[src/rtl/mavg_pkg.sv]
// Package for the moving-average filter with remainder compensation.
// Holds field widths, register indexes and the controller-to-datapath command struct.
// No dependencies.
package mavg_pkg;

	localparam int DATA_W         = 32;   // sample and position width
	localparam int SUM_W          = 48;   // running and residual sum width
	localparam int TOTAL_W        = SUM_W + 1;
	localparam int Q_SHIFT        = 15;   // Q15 reciprocal
	localparam int PROD_W         = Q_SHIFT + DATA_W;  // product bits kept
	localparam int LEN_CFG_W      = 13;
	localparam int RECIP_W        = 16;
	localparam int CFG_IDX_W      = 1;
	localparam int CFG_DATA_W     = 16;
	localparam int DEF_MAX_LENGTH = 4096;

	localparam logic [LEN_CFG_W-1:0] LEN_RESET   = LEN_CFG_W'(1);
	localparam logic [RECIP_W-1:0]   RECIP_RESET = RECIP_W'(32768);

	localparam logic [CFG_IDX_W-1:0] REG_FILTER_LENGTH = 1'b0;
	localparam logic [CFG_IDX_W-1:0] REG_RECIPROCAL    = 1'b1;

	// one-hot step commands from the controller
	typedef struct packed {
		logic clear;     // clear request accepted
		logic start;     // filter request accepted
		logic sum;       // update running sum, write store
		logic total;     // form residual + running sum
		logic mul_lo;    // low partial product
		logic mul_hi;    // high partial product, extract position
		logic rem;       // position times length
		logic resid;     // accumulate residual
		logic load_out;  // move result into output register
	} cmd_t;

endpackage

[src/rtl/mavg_ctrl.sv]
// Controller of the moving-average filter: sequences the steps of one request.
// Depends on mavg_pkg.
module mavg_ctrl
	import mavg_pkg::*;
(
	input  logic clk,
	input  logic arst_n,
	input  logic in_valid,
	input  logic func,
	input  logic out_ready,
	output logic in_ready,
	output logic out_valid,
	output cmd_t cmd
);

	typedef enum logic [2:0] {
		S_IDLE,
		S_SUM,
		S_TOTAL,
		S_MUL_LO,
		S_MUL_HI,
		S_REM,
		S_RESID,
		S_OUT
	} state_t;

	state_t state_q;
	logic   out_valid_q;
	logic   out_free;
	logic   accept;

	assign in_ready  = (state_q == S_IDLE);
	assign accept    = in_valid && in_ready;
	assign out_free  = !out_valid_q || out_ready;
	assign out_valid = out_valid_q;

	always_comb begin
		cmd          = '0;
		cmd.clear    = accept && func;
		cmd.start    = accept && !func;
		cmd.sum      = (state_q == S_SUM);
		cmd.total    = (state_q == S_TOTAL);
		cmd.mul_lo   = (state_q == S_MUL_LO);
		cmd.mul_hi   = (state_q == S_MUL_HI);
		cmd.rem      = (state_q == S_REM);
		cmd.resid    = (state_q == S_RESID);
		cmd.load_out = (state_q == S_OUT) && out_free;
	end

	always_ff @(posedge clk or negedge arst_n) begin
		if (!arst_n) begin
			state_q     <= S_IDLE;
			out_valid_q <= 1'b0;
		end else begin
			if (cmd.load_out) begin
				out_valid_q <= 1'b1;
			end else if (out_ready) begin
				out_valid_q <= 1'b0;
			end
			case (state_q)
				S_IDLE: begin
					if (accept) begin
						state_q <= func ? S_OUT : S_SUM;
					end
				end
				S_SUM:    state_q <= S_TOTAL;
				S_TOTAL:  state_q <= S_MUL_LO;
				S_MUL_LO: state_q <= S_MUL_HI;
				S_MUL_HI: state_q <= S_REM;
				S_REM:    state_q <= S_RESID;
				S_RESID:  state_q <= S_OUT;
				S_OUT: begin
					if (out_free) begin
						state_q <= S_IDLE;
					end
				end
				default:  state_q <= S_IDLE;
			endcase
		end
	end

endmodule

[config.mk]
export PLATFORM = sky130hd
export DESIGN_NAME = mavg_ctrl
export DESIGN_NICKNAME = d
export VERILOG_FILES = /design/src/rtl/mavg_pkg.sv /design/src/rtl/mavg_ctrl.sv
export SDC_FILE = /design/constraint.sdc
export NUM_CORES = 1
export LEC_CHECK = 0
export BUFFER_PORTS_ARGS = -buffer_cell sky130_fd_sc_hd__buf_2
export CAP_MARGIN = 10
export CORE_MARGIN = 2
export CORE_UTILIZATION = 25
export CTS_BUF_LIST = sky130_fd_sc_hd__clkbuf_8
export DETAILED_ROUTE_END_ITERATION = 8
export SKIP_LAST_GASP = 1
export SYNTH_ARGS = -nofsm -noshare
export SYNTH_HDL_FRONTEND = slang
export SYNTH_SLANG_ARGS = --single-unit
export TNS_END_PERCENT = 5
[constraint.sdc]
create_clock -name clk -period 3.7 [get_ports clk]
set_input_delay 1.11 -clock clk [delete_from_list [all_inputs] [get_ports clk]]
set_output_delay 1.11 -clock clk [all_outputs]
set_load 0.01 [all_outputs]
Word-level counts from Yosys, hierarchy flattened. Cells that the tools add are included.

Muxes and demuxes: 6. Bitwise operators: 0. Shift-type cells: 0. Divide/modulo/power cells: 0. Order comparisons: 0. Equality and inequality tests: 9. $add $sub $neg: 0. Reduce and logical (&&, ||, !) cells: 10. $mul: 0.

Operators with widths (number): one-hot mux 3 bit (8 select lines) (1); == test 3 bit, second input constant (4); two-way mux 3 bit (3); == test 3 x 2 -> 1 bit, second input constant (2); logical AND 1 bit (4); == test 3 x 1 -> 1 bit, second input constant (1); zero test 3 bit (1); zero test 1 bit (2); two-way mux 1 bit (2); != test 2 x 1 -> 1 bit, second input constant (1); != test 2 bit, second input constant (1); AND reduction 2 bit (1); nonzero test 2 bit (1); logical OR 1 bit (1).

Bits in latches: 0. Input bits: 5. Memory bits (writable): 0. Flip-flop bits (word level): 4. Memories: 0. Bits in read-only memories: 0. Word-level logic and storage cells: 27.

Depth between registers and ports, before layout.
Depth after elaboration: 4. Depth in mapped cells: 5. Depth with buffers taken out: 5.

Worst setup path after synthesis. Ideal clock, no wire load.

Path kind: in2out. Start point: input out_ready. End point: output cmd[0] (netlist name). Setup slack: 1249 ps. Arrival: 1341 ps. Stages on the path: 2. Required time: 2590 ps. Path buffers: 0. Cell sequence: nor2b_1 nor2_1.

RTL lines: start, declared (line mavg_ctrl.sv:10) `input logic out_ready,`; end, declared (line mavg_ctrl.sv:13) `output cmd_t cmd`.

==> metrics <==
status complete, no violations; layout cells sized above 1 35.19%; die height 41.17 µm; Max Freq 0.3753 GHz; Post-Synthesis Cells 37; Num CTS Buffers 3; Area contributors post-synth dfrtp_1, ha_1, nor2b_1; endpoints failing hold 0; Die ar. 1695 µm²; htree depth 1; Clock transition at path regs 30 ps; Seq/Total Area, Yosys 28.99%; core area 1301 µm²; Power, Total 0.4365 mW; Starting Density 26.54%; hold_buf cts 0; Layout area overhead 37.68%; Tmin final 2664 ps; Hold WC Path Type reg -> reg; CP Depth 4; slew margin rel. 74.46%; asr flop ratio synth 100.0%; crit path DAT 1550 ps; vias in the first global route 247; Yosys cell types 17; Syn Area/Cell 9.333 µm²; YS warnings 0; via count 294; Worst Max-Slew Pin Slew 383.1 ps; CTS resizes 0; critical path class in -> out; largest net degree at the start of global routing 14; RePlAce Congestion 0.7775; Worst setup SP type input port; area leader, netlist dfrtp_1; Post-Syn Area 345.3 µm²; Global Route Usage Sum 9.630%; largest fanout on the critical path 3; Sink Count 4; n_diodes 0; Die X 41.17 µm; DP HPWL 540.6 µm; Worst path slowest cell nor2b_1; FILL cells 156; Worst Path Buf+Inv 2; most common library cells after synthesis nor2b_1, dfrtp_1, ha_1; drt wl/cell 9.362 µm; GRT overflow 0; CTS max path bufs 2; TritonCTS clock tree done; Most Frequent Cell on Critical Path buf_2; Synthesized Nets 46; Req. time, crit path 2590 ps; Max VDD drop 0.3956 mV; Slew Limit Fails 0; drt first pass iters 1; first-pass GRT wire length 1000 µm; num rows 13; Routed WL 646 µm; antenna viol nets, final 0; post-synth top area share 28.99%; total of max-cap violations 0; Pwr per Cell Area 918.1 nW/µm²; fin util 36.54%; initial antenna violation count 0; Yosys reg bits 4; Worst Clk Skew 2.037 ps; I/O Buffers 15; # setup viols final 0; CP endpoint kind output port; Post-CTS Setup Repair Bufs 0; Detailed Route Iter0 Violations 0; Final #Nets 65; RSZ-0062 raised after global routing no; Leakage Power 0.2614 nW; detailed-route DRC error count 0; cell chain of the critical path buf_2, nor2b_1, nor2_1, buf_2; Clock Latency Late Sink 210 ps; setup TNS 0 ps; EDFF count, synth 0; via-per-instance ratio 4.261; CTS root buf clkbuf_8; count leader, synth nor2b_1; Critical Path Max Stage Delay 150 ps; Final period util 72.01%; Reg2Reg Depth 5; I/O pin count 16; CP top delay family buffers and inverters; Post-synth top flop dfrtp_1; hold path cells 2
worst paths after layout:
check	startpoint	slack, ps	end
worst min register to register	state_q[1]$_DFFE_PN0P_	620	state_q[1]$_DFFE_PN0P_
worst min-delay path	state_q[1]$_DFFE_PN0P_	620	state_q[1]$_DFFE_PN0P_
worst max-delay path	out_ready	1040	cmd[0]
worst max register to register	state_q[0]$_DFFE_PN0P_	2120	state_q[2]$_DFFE_PN0P_
min in group asynchronous	arst_n	690	state_q[2]$_DFFE_PN0P_
max in group asynchronous	arst_n	2890	state_q[0]$_DFFE_PN0P_
layout make-up:
type                       count  area (µm²)  area share, %
multi-input combinational     30       232.7          48.95
sequential                     4       100.1          21.05
timing repair buffer          15       75.07          15.79
clock buffer                   3       41.29          8.684
tap                           15       18.77          3.947
inverter                       2       7.507          1.579
cell families (layout without fill, tap and decap cells):
logic type               Yosys count  in the layout  share of synthesized area [%]
AO/OA/AOI/OAI                      4              4                          13.04
adder cells (fa/ha/maj)            4              4                          14.49
buffers and inverters              3             20                          3.623
flip-flops                         4              4                          28.99
multiplexers                       3              3                          8.696
AND/OR/NAND/NOR                   19             19                          31.16
per-layer routing:
metal | share of wire [%] | up-vias | wire length, µm | global-route usage, %
met4 | 0 | 0 | 0 | 7.258
met3 | 4.2 | 0 | 27 | 4.891
met5 | 0 | - | 0 | 0
li1 | - | 162 | - | -
met1 | 48 | 125 | 309 | 12.13
met2 | 48 | 7 | 309 | 12.11
sequential cells by signal, summed over array words and instances (netlist names):
name and flops:
out_valid 1, state_q 3
tightest hold or removal path: stages (launching register included):
cell and delay (ps):
dfrtp_1 390, inv_1 100, mux2i_1 70
cells in the final DEF, fill, tap and decap left out, drive strengths merged:
master | Yosys | layout
a2111oi | 1 | 1
a31oi | 2 | 2
and2 | 3 | 3
and3 | 1 | 1
buf | 1 | 15
clkbuf | 0 | 3
dfrtp | 4 | 4
ha | 4 | 4
inv | 2 | 2
mux2i | 3 | 3
nand2 | 3 | 3
nand2b | 1 | 1
nor2 | 3 | 3
nor2b | 5 | 5
nor3 | 1 | 1
nor3b | 1 | 1
o21ai | 1 | 1
or4b | 1 | 1
through the flow:
step                cell area [µm²]  std cells  setup slack [ps]  hold WS [ps]
finish                        475.5         69              1036         616.8
global route                  475.5         69             983.5         671.0
CTS                           475.5         69              1026         627.9
detailed placement            434.2         66              1026         623.8
global placement              434.2         66              1029         609.2
floorplan                     345.3         37              1249         560.4
report_power, final:
part           total [mW]  internal (mW)  switching (mW)
registers          0.0973         0.0676          0.0297
logic               0.250          0.122           0.128
clock network      0.0891         0.0691          0.0200
total               0.437          0.259           0.178
No activity file was read; power rests on OpenSTA's default activity.
